==> src/hdl/i2cms_pkg.sv <==
// ----------------------------------------------------------------------------
// i2cms_pkg
// Shared types and constants of the I2C master bit sequencer: command and
// register codes, the decoded tick item, the result item and the config set.
// ----------------------------------------------------------------------------
package i2cms_pkg;

    // command codes on the cmd input
    localparam logic [2:0] CMD_NONE  = 3'd0;
    localparam logic [2:0] CMD_START = 3'd1;
    localparam logic [2:0] CMD_STOP  = 3'd2;
    localparam logic [2:0] CMD_WRITE = 3'd3;
    localparam logic [2:0] CMD_READ  = 3'd4;

    // configuration register indexes
    localparam int unsigned CFG_IDX_W = 2;
    localparam logic [CFG_IDX_W-1:0] REG_START_STOP  = 2'd0;
    localparam logic [CFG_IDX_W-1:0] REG_BIT_PHASE   = 2'd1;
    localparam logic [CFG_IDX_W-1:0] REG_ACK_TIMEOUT = 2'd2;

    // configuration reset values
    localparam logic [7:0] START_STOP_RST  = 8'd4;
    localparam logic [7:0] BIT_PHASE_RST   = 8'd2;
    localparam logic [7:0] ACK_TIMEOUT_RST = 8'd250;

    // bits per byte on the bus
    localparam logic [3:0] BITS_PER_BYTE = 4'd8;

    // depth of each item queue
    localparam int unsigned QUEUE_DEPTH_DEF = 2;

    typedef enum logic [2:0] {
        OP_NONE  = 3'd0,
        OP_START = 3'd1,
        OP_STOP  = 3'd2,
        OP_WRITE = 3'd3,
        OP_READ  = 3'd4
    } op_t;

    typedef struct packed {
        op_t        op;
        logic [7:0] tx_byte;
        logic       send_ack;
        logic       sda_sample;
    } tick_t;

    typedef struct packed {
        logic       scl_level;
        logic       sda_level;
        logic       sda_drive;
        logic       busy_res;
        logic       done_res;
        logic       ack_failed;
        logic [7:0] rx_byte;
    } res_t;

    typedef struct packed {
        logic [7:0] start_stop_ticks;
        logic [7:0] bit_phase_ticks;
        logic [7:0] ack_timeout_ticks;
    } cfg_t;

endpackage

==> src/hdl/i2c_master_bit_sequencer.sv <==
// Throughput: one tick item per clock cycle, sustained while results are popped.
// An accepted item is written into the input queue; the sequencer step then writes
// its result into the result queue, from which it can be popped.
// Each item is one step of the phase sequencer; the input and result queues
// let either side stall without at once stopping the other.
// Reset (rst_n low, asynchronous): both queues empty, bus idle with SCL, SDA high.
// ----------------------------------------------------------------------------
// i2c_master_bit_sequencer
// Tick-driven I2C master: start, stop, byte write with ACK check and byte
// read with ACK or NACK answer; one result item of bus levels per tick.
// ----------------------------------------------------------------------------
module i2c_master_bit_sequencer #(
    parameter int unsigned QUEUE_DEPTH = i2cms_pkg::QUEUE_DEPTH_DEF
) (
    input  logic                              clk,
    input  logic                              rst_n,
    // configuration write channel
    input  logic                              cfg_valid,
    output logic                              cfg_ready,
    input  logic [i2cms_pkg::CFG_IDX_W-1:0]   cfg_index,
    input  logic [7:0]                        cfg_data,
    // tick items in
    input  logic                              push,
    output logic                              full,
    input  logic [2:0]                        cmd,
    input  logic [7:0]                        tx_byte,
    input  logic                              send_ack,
    input  logic                              sda_sample,
    // result items out
    output logic                              empty,
    input  logic                              pop,
    output logic                              scl_level,
    output logic                              sda_level,
    output logic                              sda_drive,
    output logic                              busy_res,
    output logic                              done_res,
    output logic                              ack_failed,
    output logic [7:0]                        rx_byte
);

    import i2cms_pkg::*;

    cfg_t  cfg_reg, cfg_next;
    logic  item_valid;
    tick_t item;
    logic  item_pop;
    logic  res_full;
    logic  res_push;
    res_t  res_in;
    res_t  res_out;

    // Registers take writes at any time; the host must write only while idle, which the block does not enforce.
    assign cfg_ready = 1'b1;

    always_comb
    begin
        cfg_next = cfg_reg;
        if (cfg_valid && cfg_ready)
        begin
            case (cfg_index)
                REG_START_STOP:  cfg_next.start_stop_ticks  = cfg_data;
                REG_BIT_PHASE:   cfg_next.bit_phase_ticks   = cfg_data;
                REG_ACK_TIMEOUT: cfg_next.ack_timeout_ticks = cfg_data;
                default:
                begin
                    // drop writes beyond the register list
                end
            endcase
        end
    end

    always_ff @(posedge clk or negedge rst_n)
    begin
        if (!rst_n)
        begin
            cfg_reg.start_stop_ticks  <= START_STOP_RST;
            cfg_reg.bit_phase_ticks   <= BIT_PHASE_RST;
            cfg_reg.ack_timeout_ticks <= ACK_TIMEOUT_RST;
        end
        else
        begin
            cfg_reg <= cfg_next;
        end
    end

    // Front: classify the command and hold ticks until the sequencer takes them.
    i2cms_front #(
        .DEPTH (QUEUE_DEPTH)
    ) u_front (
        .clk        (clk),
        .rst_n      (rst_n),
        .push       (push),
        .full       (full),
        .cmd        (cmd),
        .tx_byte    (tx_byte),
        .send_ack   (send_ack),
        .sda_sample (sda_sample),
        .item_valid (item_valid),
        .item       (item),
        .item_pop   (item_pop)
    );

    // Back: advance the bus phases one tick whenever an item is queued and a result slot is free.
    i2cms_seq u_seq (
        .clk        (clk),
        .rst_n      (rst_n),
        .cfg        (cfg_reg),
        .item_valid (item_valid),
        .item       (item),
        .item_pop   (item_pop),
        .res_full   (res_full),
        .res_push   (res_push),
        .res        (res_in)
    );

    // Result queue: hold finished ticks until the consumer pops them.
    i2cms_fifo #(
        .WIDTH ($bits(res_t)),
        .DEPTH (QUEUE_DEPTH)
    ) u_res_queue (
        .clk   (clk),
        .rst_n (rst_n),
        .push  (res_push),
        .wdata (res_in),
        .full  (res_full),
        .pop   (pop),
        .rdata (res_out),
        .empty (empty)
    );

    assign scl_level  = res_out.scl_level;
    assign sda_level  = res_out.sda_level;
    assign sda_drive  = res_out.sda_drive;
    assign busy_res   = res_out.busy_res;
    assign done_res   = res_out.done_res;
    assign ack_failed = res_out.ack_failed;
    assign rx_byte    = res_out.rx_byte;

endmodule

==> src/hdl/i2cms_fifo.sv <==
// ----------------------------------------------------------------------------
// i2cms_fifo
// Small first-in first-out item queue with full and empty flags.
// ----------------------------------------------------------------------------
module i2cms_fifo #(
    parameter int unsigned WIDTH = 8,
    parameter int unsigned DEPTH = 2
) (
    input  logic             clk,
    input  logic             rst_n,
    input  logic             push,
    input  logic [WIDTH-1:0] wdata,
    output logic             full,
    input  logic             pop,
    output logic [WIDTH-1:0] rdata,
    output logic             empty
);

    localparam int unsigned PTR_W = (DEPTH > 1) ? $clog2(DEPTH) : 1;
    localparam int unsigned CNT_W = $clog2(DEPTH + 1);

    logic [WIDTH-1:0] mem_reg [DEPTH];
    logic [PTR_W-1:0] wptr_reg, wptr_next;
    logic [PTR_W-1:0] rptr_reg, rptr_next;
    logic [CNT_W-1:0] count_reg, count_next;
    logic             do_push;
    logic             do_pop;

    assign full    = (count_reg == CNT_W'(DEPTH));
    assign empty   = (count_reg == '0);
    assign do_push = push && !full;
    assign do_pop  = pop && !empty;
    assign rdata   = mem_reg[rptr_reg];

    always_comb
    begin
        wptr_next  = wptr_reg;
        rptr_next  = rptr_reg;
        count_next = count_reg;
        if (do_push)
        begin
            wptr_next = (wptr_reg == PTR_W'(DEPTH - 1)) ? '0 : wptr_reg + 1'b1;
        end
        if (do_pop)
        begin
            rptr_next = (rptr_reg == PTR_W'(DEPTH - 1)) ? '0 : rptr_reg + 1'b1;
        end
        if (do_push && !do_pop)
        begin
            count_next = count_reg + 1'b1;
        end
        else if (do_pop && !do_push)
        begin
            count_next = count_reg - 1'b1;
        end
    end

    always_ff @(posedge clk or negedge rst_n)
    begin
        if (!rst_n)
        begin
            wptr_reg  <= '0;
            rptr_reg  <= '0;
            count_reg <= '0;
        end
        else
        begin
            wptr_reg  <= wptr_next;
            rptr_reg  <= rptr_next;
            count_reg <= count_next;
        end
    end

    // payload storage, no reset
    always_ff @(posedge clk)
    begin
        if (do_push)
        begin
            mem_reg[wptr_reg] <= wdata;
        end
    end

endmodule

==> src/hdl/i2cms_front.sv <==
// ----------------------------------------------------------------------------
// i2cms_front
// Accept tick items, classify the command code and queue them for the
// sequencer.
// ----------------------------------------------------------------------------
module i2cms_front #(
    parameter int unsigned DEPTH = 2
) (
    input  logic             clk,
    input  logic             rst_n,
    input  logic             push,
    output logic             full,
    input  logic [2:0]       cmd,
    input  logic [7:0]       tx_byte,
    input  logic             send_ack,
    input  logic             sda_sample,
    output logic             item_valid,
    output i2cms_pkg::tick_t item,
    input  logic             item_pop
);

    import i2cms_pkg::*;

    tick_t item_in;
    logic  q_empty;

    // map unused codes onto no command
    always_comb
    begin
        item_in.tx_byte    = tx_byte;
        item_in.send_ack   = send_ack;
        item_in.sda_sample = sda_sample;
        case (cmd)
            CMD_START: item_in.op = OP_START;
            CMD_STOP:  item_in.op = OP_STOP;
            CMD_WRITE: item_in.op = OP_WRITE;
            CMD_READ:  item_in.op = OP_READ;
            default:   item_in.op = OP_NONE;
        endcase
    end

    i2cms_fifo #(
        .WIDTH ($bits(tick_t)),
        .DEPTH (DEPTH)
    ) u_queue (
        .clk   (clk),
        .rst_n (rst_n),
        .push  (push),
        .wdata (item_in),
        .full  (full),
        .pop   (item_pop),
        .rdata (item),
        .empty (q_empty)
    );

    assign item_valid = !q_empty;

endmodule

==> src/hdl/i2cms_seq.sv <==
// ----------------------------------------------------------------------------
// i2cms_seq
// Bus phase sequencer: advance one tick per queued item and produce the
// bus levels and status of that tick.
// ----------------------------------------------------------------------------
module i2cms_seq (
    input  logic             clk,
    input  logic             rst_n,
    input  i2cms_pkg::cfg_t  cfg,
    input  logic             item_valid,
    input  i2cms_pkg::tick_t item,
    output logic             item_pop,
    input  logic             res_full,
    output logic             res_push,
    output i2cms_pkg::res_t  res
);

    import i2cms_pkg::*;

    typedef enum logic [13:0] {
        PH_IDLE    = 14'b00000000000001,
        PH_ST_A    = 14'b00000000000010,
        PH_ST_B    = 14'b00000000000100,
        PH_SP_A    = 14'b00000000001000,
        PH_SP_B    = 14'b00000000010000,
        PH_WR_SET  = 14'b00000000100000,
        PH_WR_HI   = 14'b00000001000000,
        PH_WR_HOLD = 14'b00000010000000,
        PH_AK_REL  = 14'b00000100000000,
        PH_AK_WAIT = 14'b00001000000000,
        PH_RD_LO   = 14'b00010000000000,
        PH_RD_HI   = 14'b00100000000000,
        PH_AC_LO   = 14'b01000000000000,
        PH_AC_HI   = 14'b10000000000000
    } phase_t;

    phase_t     phase_reg, phase_next;
    logic [7:0] tick_reg, tick_next;
    logic [3:0] bit_reg, bit_next;
    logic [7:0] shift_reg, shift_next;
    logic [7:0] wait_reg, wait_next;
    logic       ackc_reg, ackc_next;
    logic       fail_reg, fail_next;
    logic       scl_reg, scl_next;
    logic       sda_reg, sda_next;
    logic       drive_reg, drive_next;
    logic [7:0] rx_reg, rx_next;
    logic       done;
    logic       step;
    logic [8:0] tc;
    logic       end_ss;
    logic       end_bp;

    assign step     = item_valid && !res_full;
    assign item_pop = step;
    assign res_push = step;

    assign tc     = {1'b0, tick_reg} + 9'd1;
    assign end_ss = tc >= {1'b0, cfg.start_stop_ticks};
    assign end_bp = tc >= {1'b0, cfg.bit_phase_ticks};

    always_comb
    begin
        phase_next = phase_reg;
        tick_next  = tick_reg;
        bit_next   = bit_reg;
        shift_next = shift_reg;
        wait_next  = wait_reg;
        ackc_next  = ackc_reg;
        fail_next  = fail_reg;
        scl_next   = scl_reg;
        sda_next   = sda_reg;
        drive_next = drive_reg;
        rx_next    = rx_reg;
        done       = 1'b0;

        if (step)
        begin
            if (phase_reg == PH_IDLE)
            begin
                case (item.op)
                    OP_START:
                    begin
                        phase_next = PH_ST_A;
                        scl_next   = 1'b1;
                        sda_next   = 1'b1;
                        drive_next = 1'b1;
                        tick_next  = '0;
                    end
                    OP_STOP:
                    begin
                        phase_next = PH_SP_A;
                        scl_next   = 1'b0;
                        sda_next   = 1'b0;
                        drive_next = 1'b1;
                        tick_next  = '0;
                    end
                    OP_WRITE:
                    begin
                        shift_next = item.tx_byte;
                        bit_next   = '0;
                        wait_next  = '0;
                        fail_next  = 1'b0;
                        phase_next = PH_WR_SET;
                        scl_next   = 1'b0;
                        sda_next   = item.tx_byte[7];
                        drive_next = 1'b1;
                        tick_next  = '0;
                    end
                    OP_READ:
                    begin
                        shift_next = '0;
                        bit_next   = '0;
                        ackc_next  = item.send_ack;
                        phase_next = PH_RD_LO;
                        scl_next   = 1'b0;
                        sda_next   = 1'b1;
                        drive_next = 1'b0;
                        tick_next  = '0;
                    end
                    default:
                    begin
                    end
                endcase
            end
            else
            begin
                tick_next = tc[7:0];
                case (phase_reg)
                    PH_ST_A:
                    begin
                        if (end_ss)
                        begin
                            phase_next = PH_ST_B;
                            scl_next   = 1'b1;
                            sda_next   = 1'b0;
                            drive_next = 1'b1;
                            tick_next  = '0;
                        end
                    end
                    PH_ST_B:
                    begin
                        if (end_ss)
                        begin
                            scl_next   = 1'b0;
                            phase_next = PH_IDLE;
                            tick_next  = '0;
                            done       = 1'b1;
                        end
                    end
                    PH_SP_A:
                    begin
                        if (end_ss)
                        begin
                            phase_next = PH_SP_B;
                            scl_next   = 1'b1;
                            sda_next   = 1'b1;
                            drive_next = 1'b1;
                            tick_next  = '0;
                        end
                    end
                    PH_SP_B:
                    begin
                        if (end_ss)
                        begin
                            phase_next = PH_IDLE;
                            tick_next  = '0;
                            done       = 1'b1;
                        end
                    end
                    PH_WR_SET:
                    begin
                        if (end_bp)
                        begin
                            phase_next = PH_WR_HI;
                            scl_next   = 1'b1;
                            drive_next = 1'b1;
                            tick_next  = '0;
                        end
                    end
                    PH_WR_HI:
                    begin
                        if (end_bp)
                        begin
                            phase_next = PH_WR_HOLD;
                            scl_next   = 1'b0;
                            drive_next = 1'b1;
                            tick_next  = '0;
                        end
                    end
                    PH_WR_HOLD:
                    begin
                        if (end_bp)
                        begin
                            shift_next = {shift_reg[6:0], 1'b0};
                            bit_next   = bit_reg + 1'b1;
                            tick_next  = '0;
                            scl_next   = 1'b0;
                            if (bit_next < BITS_PER_BYTE)
                            begin
                                phase_next = PH_WR_SET;
                                sda_next   = shift_reg[6];
                                drive_next = 1'b1;
                            end
                            else
                            begin
                                phase_next = PH_AK_REL;
                                sda_next   = 1'b1;
                                drive_next = 1'b0;
                            end
                        end
                    end
                    PH_AK_REL:
                    begin
                        phase_next = PH_AK_WAIT;
                        scl_next   = 1'b1;
                        sda_next   = 1'b1;
                        drive_next = 1'b0;
                        tick_next  = '0;
                        wait_next  = '0;
                    end
                    PH_AK_WAIT:
                    begin
                        tick_next = '0;
                        if (!item.sda_sample)
                        begin
                            scl_next   = 1'b0;
                            phase_next = PH_IDLE;
                            done       = 1'b1;
                        end
                        else if (wait_reg >= cfg.ack_timeout_ticks)
                        begin
                            fail_next  = 1'b1;
                            phase_next = PH_SP_A;
                            scl_next   = 1'b0;
                            sda_next   = 1'b0;
                            drive_next = 1'b1;
                        end
                        else
                        begin
                            wait_next = wait_reg + 1'b1;
                        end
                    end
                    PH_RD_LO:
                    begin
                        if (end_bp)
                        begin
                            phase_next = PH_RD_HI;
                            scl_next   = 1'b1;
                            sda_next   = 1'b1;
                            drive_next = 1'b0;
                            tick_next  = '0;
                        end
                    end
                    PH_RD_HI:
                    begin
                        if (end_bp)
                        begin
                            shift_next = {shift_reg[6:0], item.sda_sample};
                            bit_next   = bit_reg + 1'b1;
                            tick_next  = '0;
                            scl_next   = 1'b0;
                            if (bit_next < BITS_PER_BYTE)
                            begin
                                phase_next = PH_RD_LO;
                                sda_next   = 1'b1;
                                drive_next = 1'b0;
                            end
                            else
                            begin
                                phase_next = PH_AC_LO;
                                sda_next   = !ackc_reg;
                                drive_next = 1'b1;
                            end
                        end
                    end
                    PH_AC_LO:
                    begin
                        if (end_bp)
                        begin
                            phase_next = PH_AC_HI;
                            scl_next   = 1'b1;
                            drive_next = 1'b1;
                            tick_next  = '0;
                        end
                    end
                    PH_AC_HI:
                    begin
                        if (end_bp)
                        begin
                            scl_next   = 1'b0;
                            rx_next    = shift_reg;
                            phase_next = PH_IDLE;
                            tick_next  = '0;
                            done       = 1'b1;
                        end
                    end
                    default:
                    begin
                        phase_next = PH_IDLE;
                        tick_next  = '0;
                    end
                endcase
            end
        end
    end

    // result reflects the state after this tick
    always_comb
    begin
        res.scl_level  = scl_next;
        res.sda_level  = drive_next ? sda_next : 1'b1;
        res.sda_drive  = drive_next;
        res.busy_res   = (phase_next != PH_IDLE);
        res.done_res   = done;
        res.ack_failed = fail_next;
        res.rx_byte    = rx_next;
    end

    always_ff @(posedge clk or negedge rst_n)
    begin
        if (!rst_n)
        begin
            phase_reg <= PH_IDLE;
            tick_reg  <= '0;
            bit_reg   <= '0;
            shift_reg <= '0;
            wait_reg  <= '0;
            ackc_reg  <= 1'b0;
            fail_reg  <= 1'b0;
            scl_reg   <= 1'b1;
            sda_reg   <= 1'b1;
            drive_reg <= 1'b1;
            rx_reg    <= '0;
        end
        else
        begin
            phase_reg <= phase_next;
            tick_reg  <= tick_next;
            bit_reg   <= bit_next;
            shift_reg <= shift_next;
            wait_reg  <= wait_next;
            ackc_reg  <= ackc_next;
            fail_reg  <= fail_next;
            scl_reg   <= scl_next;
            sda_reg   <= sda_next;
            drive_reg <= drive_next;
            rx_reg    <= rx_next;
        end
    end

    // a low ACK sample ends the write with SCL low
    a_ack_seen_ends: assert property (@(posedge clk) disable iff (!rst_n)
        step && (phase_reg == PH_AK_WAIT) && !item.sda_sample
        |=> (phase_reg == PH_IDLE) && !scl_reg)
        else $error("ACK sample did not end the write");

    // a write command clears the failure flag and starts the first bit
    a_write_start: assert property (@(posedge clk) disable iff (!rst_n)
        step && (phase_reg == PH_IDLE) && (item.op == OP_WRITE)
        |=> (phase_reg == PH_WR_SET) && !fail_reg && (bit_reg == '0))
        else $error("write command did not start cleanly");

    // the bit counter never passes one byte
    a_bit_range: assert property (@(posedge clk) disable iff (!rst_n)
        bit_reg <= BITS_PER_BYTE)
        else $error("bit counter out of range");

    // without a tick the sequencer holds still
    a_hold_on_stall: assert property (@(posedge clk) disable iff (!rst_n)
        !step |=> $stable(phase_reg) && $stable(tick_reg) && $stable(wait_reg))
        else $error("sequencer moved without a tick");

endmodule
==> config.mk <==
export PLATFORM = sky130hd
export DESIGN_NAME = i2c_master_bit_sequencer
export DESIGN_NICKNAME = d
export VERILOG_FILES = /design/src/hdl/i2cms_pkg.sv /design/src/hdl/i2c_master_bit_sequencer.sv /design/src/hdl/i2cms_fifo.sv /design/src/hdl/i2cms_front.sv /design/src/hdl/i2cms_seq.sv
export SDC_FILE = /design/constraint.sdc
export NUM_CORES = 1
export LEC_CHECK = 0
export BUFFER_PORTS_ARGS = -buffer_cell sky130_fd_sc_hd__buf_2
export CAP_MARGIN = 15
export CORE_MARGIN = 2
export CORE_UTILIZATION = 45
export CTS_BUF_LIST = sky130_fd_sc_hd__clkbuf_16
export DETAILED_ROUTE_END_ITERATION = 12
export HOLD_SLACK_MARGIN = 0.15
export PLACE_DENSITY = 0.65
export SYNTH_ARGS = -nofsm -noshare
export SYNTH_HDL_FRONTEND = slang
export SYNTH_SLANG_ARGS = --single-unit
==> constraint.sdc <==
create_clock -name clk -period 5.2 [get_ports clk]
set_input_delay 0.26 -clock clk [delete_from_list [all_inputs] [get_ports clk]]
set_output_delay 0.26 -clock clk [all_outputs]
set_load 0.03 [all_outputs]
---- Yosys cells after proc, flatten, opt, wreduce, memory -nomap -nowiden ----
Memories as Yosys holds them, arrays and structs flattened.
Cells that the tools add are included.
storage, ports and cells
  bits in read-only memories .............. 0
  bits of input ports ..................... 28
  memory bits (writable) .................. 54
  memories ................................ 2
  word-level logic and storage cells ...... 223
  bits in registers ....................... 87
  bits in latches ......................... 0
  output and inout bits ................... 17
cells by class
  reductions and logical operators ........ 48
  shift operators ......................... 0
  multipliers ............................. 0
  $add $sub $neg .......................... 11
  div/mod/pow operators ................... 0
  magnitude comparators ................... 4
  equality and inequality tests ........... 35
  mux-type cells .......................... 103
  bitwise gates (word level) .............. 0
memories
  name                     depth  bits a word  rd ports  clocked after Yosys merged registers in  write ports  line              RTL
  u_res_queue.mem_reg      2      14           1         0                                        1            i2cms_fifo.sv:22  logic [WIDTH-1:0] mem_reg [DEPTH];
  u_front.u_queue.mem_reg  2      13           1         0                                        1            i2cms_fifo.sv:22
operators with widths
  kind                                                    number
  2-to-1 mux 14 bit                                       14
  case mux 14 bit (12 select lines)                       1
  2-to-1 mux 8 bit                                        15
  case mux 8 bit (2 select lines)                         4
  case mux 14 bit (4 select lines)                        1
  2-to-1 mux 1 bit                                        50
  >= comparator 9 x 8 -> 1 bit                            2
  2-to-1 mux 4 bit                                        4
  == test 14 x 1 -> 1 bit, second input constant          1
  == test 14 x 10 -> 1 bit, second input constant         1
  == test 14 x 11 -> 1 bit, second input constant         1
  == test 14 x 12 -> 1 bit, second input constant         1
  == test 14 x 13 -> 1 bit, second input constant         1
  == test 14 bit, second input constant                   1
  == test 14 x 2 -> 1 bit, second input constant          1
  == test 14 x 3 -> 1 bit, second input constant          1
  == test 14 x 4 -> 1 bit, second input constant          1
  == test 14 x 5 -> 1 bit, second input constant          1
  == test 14 x 6 -> 1 bit, second input constant          1
  == test 14 x 7 -> 1 bit, second input constant          1
  == test 14 x 8 -> 1 bit, second input constant          1
  == test 14 x 9 -> 1 bit, second input constant          1
  inequality test 14 x 1 -> 1 bit, second input constant  1
  case mux 1 bit (7 select lines)                         2
  37 further kinds                                        93

---- Depth between registers and ports, before layout ----
  depth in word-level cells ............... 8
  depth in mapped cells ................... 14
  mapped depth without buffers ............ 13

---- Hierarchy ----
From an unflattened synthesis, not the netlist that was laid out.
unflattened totals
  cells, all modules ...................... 705
  area, all modules ....................... 7841.3 sq um
modules (own cells, without submodules)
  module                        seq. area each (sq um)  cells an instance  area an instance (sq um)  instances
  i2cms_seq                     1381.3                  526                4445.5                    1
  i2cms_fifo (u_res_queue)      940.9                   63                 1260.0                    1
  i2cms_fifo (u_front.u_queue)  880.8                   59                 1168.6                    1
  i2c_master_bit_sequencer      610.6                   53                 933.4                     1
  i2cms_front                   0.0                     4                  33.8                      1

---- Worst setup path before layout ----
OpenSTA, ideal clock, no wires.
  path type ............................... reg2reg
  from .................................... register u_seq.tick_reg[0]
  to ...................................... memory u_res_queue.mem_reg[0][10] (netlist bit), data pin
  slack ................................... 1.598 ns
  clock period less this slack ............ 3.602 ns
  stages on the path, launching flop included .. 14
  library setup time ...................... 0.285 ns
  data required time ...................... 4.915 ns
  path buffers ............................ 0
  arrival time ............................ 3.318 ns
  path through ............................ dfrtp_1 > ha_1 > and4_1 > nand2_1 > xnor2_1 > ha_1 > o21a_1 > a221oi_1 > a21boi_2 > nor2_1 > a32o_1 > a2111o_1 > nor4b_1 > nand4b_1
RTL lines
  element                   line              RTL
  start: declaration        i2cms_seq.sv:38   logic [7:0] tick_reg, tick_next;
  start signal: assignment  i2cms_seq.sv:339  tick_reg <= tick_next;
  end: declaration          i2cms_fifo.sv:22

==> results.ini <==
[run_status]
status = finished, final reports clean

[timing]
tightest_slew_ns = 1.17
fin_worst_skew_ns = 0.0107
fmax_mhz = 231
worst_slack_ns = 0.874
slew_violations = 0
post-route-min-period_ns = 4.33
maxSlewHeadroom_pct = 21.4
finalSetupViolCount = 0
rsz0062_at_grt = false
period_share_pct = 83.2
fin_setup_tns_ns = 0
hold_viol = 0

[pwr]
p_total_w = 0.00504
clkPwrFrac_pct = 25.1
power_switching_w = 0.00210
p_int_w = 0.00294
p_seq_share_pct = 35.2
p_per_area_nw_per_um2 = 568
combPwrFrac_pct = 39.7
p_leak_nw = 3.88
p_sw_share_pct = 41.6
ir_worst_vdd_mv = 0.350

[place]
dp_hpwl_um = 13400
place.gp.congestion = 0.936
placed_area_sq_um = 8010
dp_slack_ns = 1.01
buffer_ports.inserted = 43

[synth]
synth_compound_area_share_pct = 13.3
synth-simple-area-share_pct = 16.4
synth_cell_type_count = 77
async_flop_share_pct = 61.7
syn_inst = 692
synth_enable_flop_cells = 54
synth_fp_nets = 749
synth_top_family_by_area = simple AND/OR/NAND/NOR gates
muxShareOfSynthArea_pct = 8.81
yosys_warnings = 0
ys_ff_latch = 141
yosysSeqAreaShare_pct = 50.2
syn_area_per_cell_sq_um = 11.0
netlist_area_sq_um = 7600
synth_adder_area_share_pct = 4.78
synth_flop_cell = dfrtp_1
synthXorXnorAreaFrac_pct = 3.00

[floorplan]
die_x_um = 134
dieArea_sq_um = 17900
rows = 47
start_util_pct = 46.0
io_pins = 45
fp.dieH_um = 134
coreArea_sq_um = 16500

[drt]
vias_per_cell = 5.82
drc = 0
drt-initial-drc-count = 429
routedWlPerCell_um = 18.9
routed_wl_um = 18700
antenna_left = 0
via_count = 5758
drt_first_pass_iters = 5

[clocking]
cts_tree = yes
worst_skew_pair.late_latency_ns = 0.43
cts_buffers = 17
cts_resized = 0
clockBufferDepth = 2
clkSinkCount = 141
h-tree-depth = 4
cts_setup_buffers = 0
cts-root-buf = clkbuf_16
clkTransAtPathRegs_ns = 0.07

[final_layout]
n_fill_cell = 1430
finalInstanceArea_sq_um = 8860
n_antenna_cell = 0
nNetsFinal = 814
final_layout_size_suffix_gt1_share_pct = 19.6
largest_reg_flops = 28
syn_to_final_growth_pct = 16.7

[run]
drv_cap = 0

[global_routing]
grt_pass1_wl_um = 30400
grt_antenna_before_repair = 0
grt_pass1_vias = 5762
groute.usage.overall_pct = 21.7
grt_max_degree = 76
grt_overflow = 0

[worst_setup_path]
worstSetupPathType = reg2reg
arrival_ns = 4.48
required_ns = 5.35
crit_path_end_kind = flip-flop
path_max_fanout = 14
start_kind = flip-flop

[min_path]
hp-class = in2reg

critical path: stages, from the launching register on:
cell and delay [ns]:
dfrtp_1 0.45, ha_1 0.25, and4_1 0.27, nand2_1 0.09, xnor2_1 0.27, ha_1 0.30
o21a_1 0.17, a221oi_1 0.52, a21boi_2 0.25, buf_4 0.21, nor2_1 0.13, a32o_1 0.27
a2111o_1 0.38, nor4b_1 0.31, nand4b_1 0.16
path summary, 6_finish.rpt:
path | from | slack (ns) | depth (start not counted) | end
max in group asynchronous | rst_n | 3.78 | 3 | u_seq.shift_reg[4]
worst min register to register | u_res_queue.wptr_reg | 0.50 | 1 | u_res_queue.wptr_reg
worst min-delay path | pop | 0.20 | 3 | u_res_queue.rptr_reg
min in group asynchronous | rst_n | 0.21 | 2 | cfg_reg[10]
worst max-delay path | u_seq.tick_reg[0] | 0.87 | 14 | u_res_queue.mem_reg[0][10]
worst max register to register | u_seq.tick_reg[0] | 0.87 | 14 | u_res_queue.mem_reg[0][10]
per-stage QoR:
| stage | utilization [%] | cells | hold slack (ns) |
|---|---|---|---|
| after floorplan | - | 692 | -0.0356 |
| after global placement | 48.5 | 934 | 0.106 |
| after detailed placement | 48.5 | 934 | 0.108 |
| after CTS | 53.6 | 989 | 0.192 |
| after global routing | 53.6 | 990 | 0.231 |
| final | 53.6 | 990 | 0.199 |
logic make-up after synthesis:
group	after synthesis
flops	141
other cells	1
mux	61
simple gates	223
buf+inv	62
compound gates	149
xor+xnor	26
fa+ha+maj	29
layout by cell type, fill, tap and decap left out, types with 5 or more instances in the layout:
| cell type | instances |
|---|---|
| nand2_1 | 40 |
| a21o_1 | 9 |
| nor3b_1 | 5 |
| o211ai_1 | 7 |
| nor2_1 | 49 |
| nor2b_1 | 10 |
| o21a_1 | 7 |
| a22o_1 | 6 |
| nand4_1 | 10 |
| dfstp_2 | 12 |
| buf_2 | 42 |
| and3_1 | 12 |
| mux2_2 | 41 |
| mux2_1 | 6 |
| a31oi_1 | 9 |
| inv_1 | 34 |
| inv_8 | 6 |
| buf_4 | 9 |
| nor3_1 | 8 |
| nor4_1 | 7 |
| o21ai_0 | 40 |
| xnor2_1 | 15 |
| edfxtp_1 | 54 |
| ha_1 | 29 |
| mux2i_1 | 14 |
| o22ai_1 | 5 |
| a21oi_1 | 17 |
| nor4b_1 | 5 |
| nand3b_1 | 6 |
| clkbuf_16 | 17 |
| dlygate4sd3_1 | 23 |
| and2_1 | 8 |
| or3_1 | 5 |
| nand2b_1 | 7 |
| nand3_1 | 25 |
| dfrtp_1 | 75 |
| xor2_1 | 11 |
| o21ai_1 | 9 |
synthesized netlist by cell type, drive strengths merged (3+ instances only):
library cell	count	share of area (%)
dfrtp	75	25
edfxtp	54	21
nor2	49	2.4
o21ai	49	3.2
mux2	47	7.0
nand2	40	2.0
inv	34	1.7
ha	29	4.8
nand3	25	1.6
clkbuf	19	0.94
a21oi	17	1.1
xnor2	15	1.7
mux2i	14	1.8
and3	13	1.1
dfstp	12	4.2
nand4	11	0.99
xor2	11	1.3
nor2b	10	0.82
a21o	9	0.89
a31oi	9	0.74
buf	9	0.84
nor3	9	0.66
nor4	9	1.1
and2	8	0.66
nand2b	7	0.58
o211ai	7	0.69
o21a	7	0.69
a22o	6	0.69
nand3b	6	0.59
or3	6	0.56
nor3b	5	0.49
nor4b	5	0.58
o22ai	5	0.41
o31ai	5	0.56
or2	5	0.41
a2111oi	4	0.48
a211o	4	0.46
and4b	4	0.53
or4	4	0.40
a211oi	3	0.36
nand4b	3	0.35
area by class of cell:
cell class | count | area [sq um] | area share, %
clock buffers | 17 | 425 | 4.80
clock inverters | 15 | 194 | 2.19
inverters | 34 | 128 | 1.44
multi-input cells | 489 | 3520 | 39.7
flip-flops and latches | 141 | 3810 | 43.0
well taps | 220 | 275 | 3.11
repair buffers | 74 | 508 | 5.73
layer usage:
| layer | part of all wire (%) | track usage, % | vias up |
|---|---|---|---|
| met5 | 0 | 0 | - |
| met4 | 1.8 | 7.51 | 0 |
| met3 | 5.8 | 5.25 | 30 |
| met2 | 46 | 33.6 | 191 |
| met1 | 47 | 29.9 | 2825 |
| li1 | - | - | 2712 |
what timing repair did:
item | CTS | global route
endpoints found under the hold margin | 63 | 0
endpoints found under the setup margin | 0 | 0
hold buffers | 23 | 0
power groups by stage:
stage,sequential [W],combinational (W),clock (W)
final,0.00177,0.00200,0.00126
after global routing,0.00181,0.00217,0.00134
after CTS,0.00177,0.00197,0.00129
after detailed placement,0.00179,0.00194,0
after global placement,0.00177,0.00193,0
after floorplan,0.00163,0.00153,0
No activity file was read; power rests on OpenSTA's default activity.
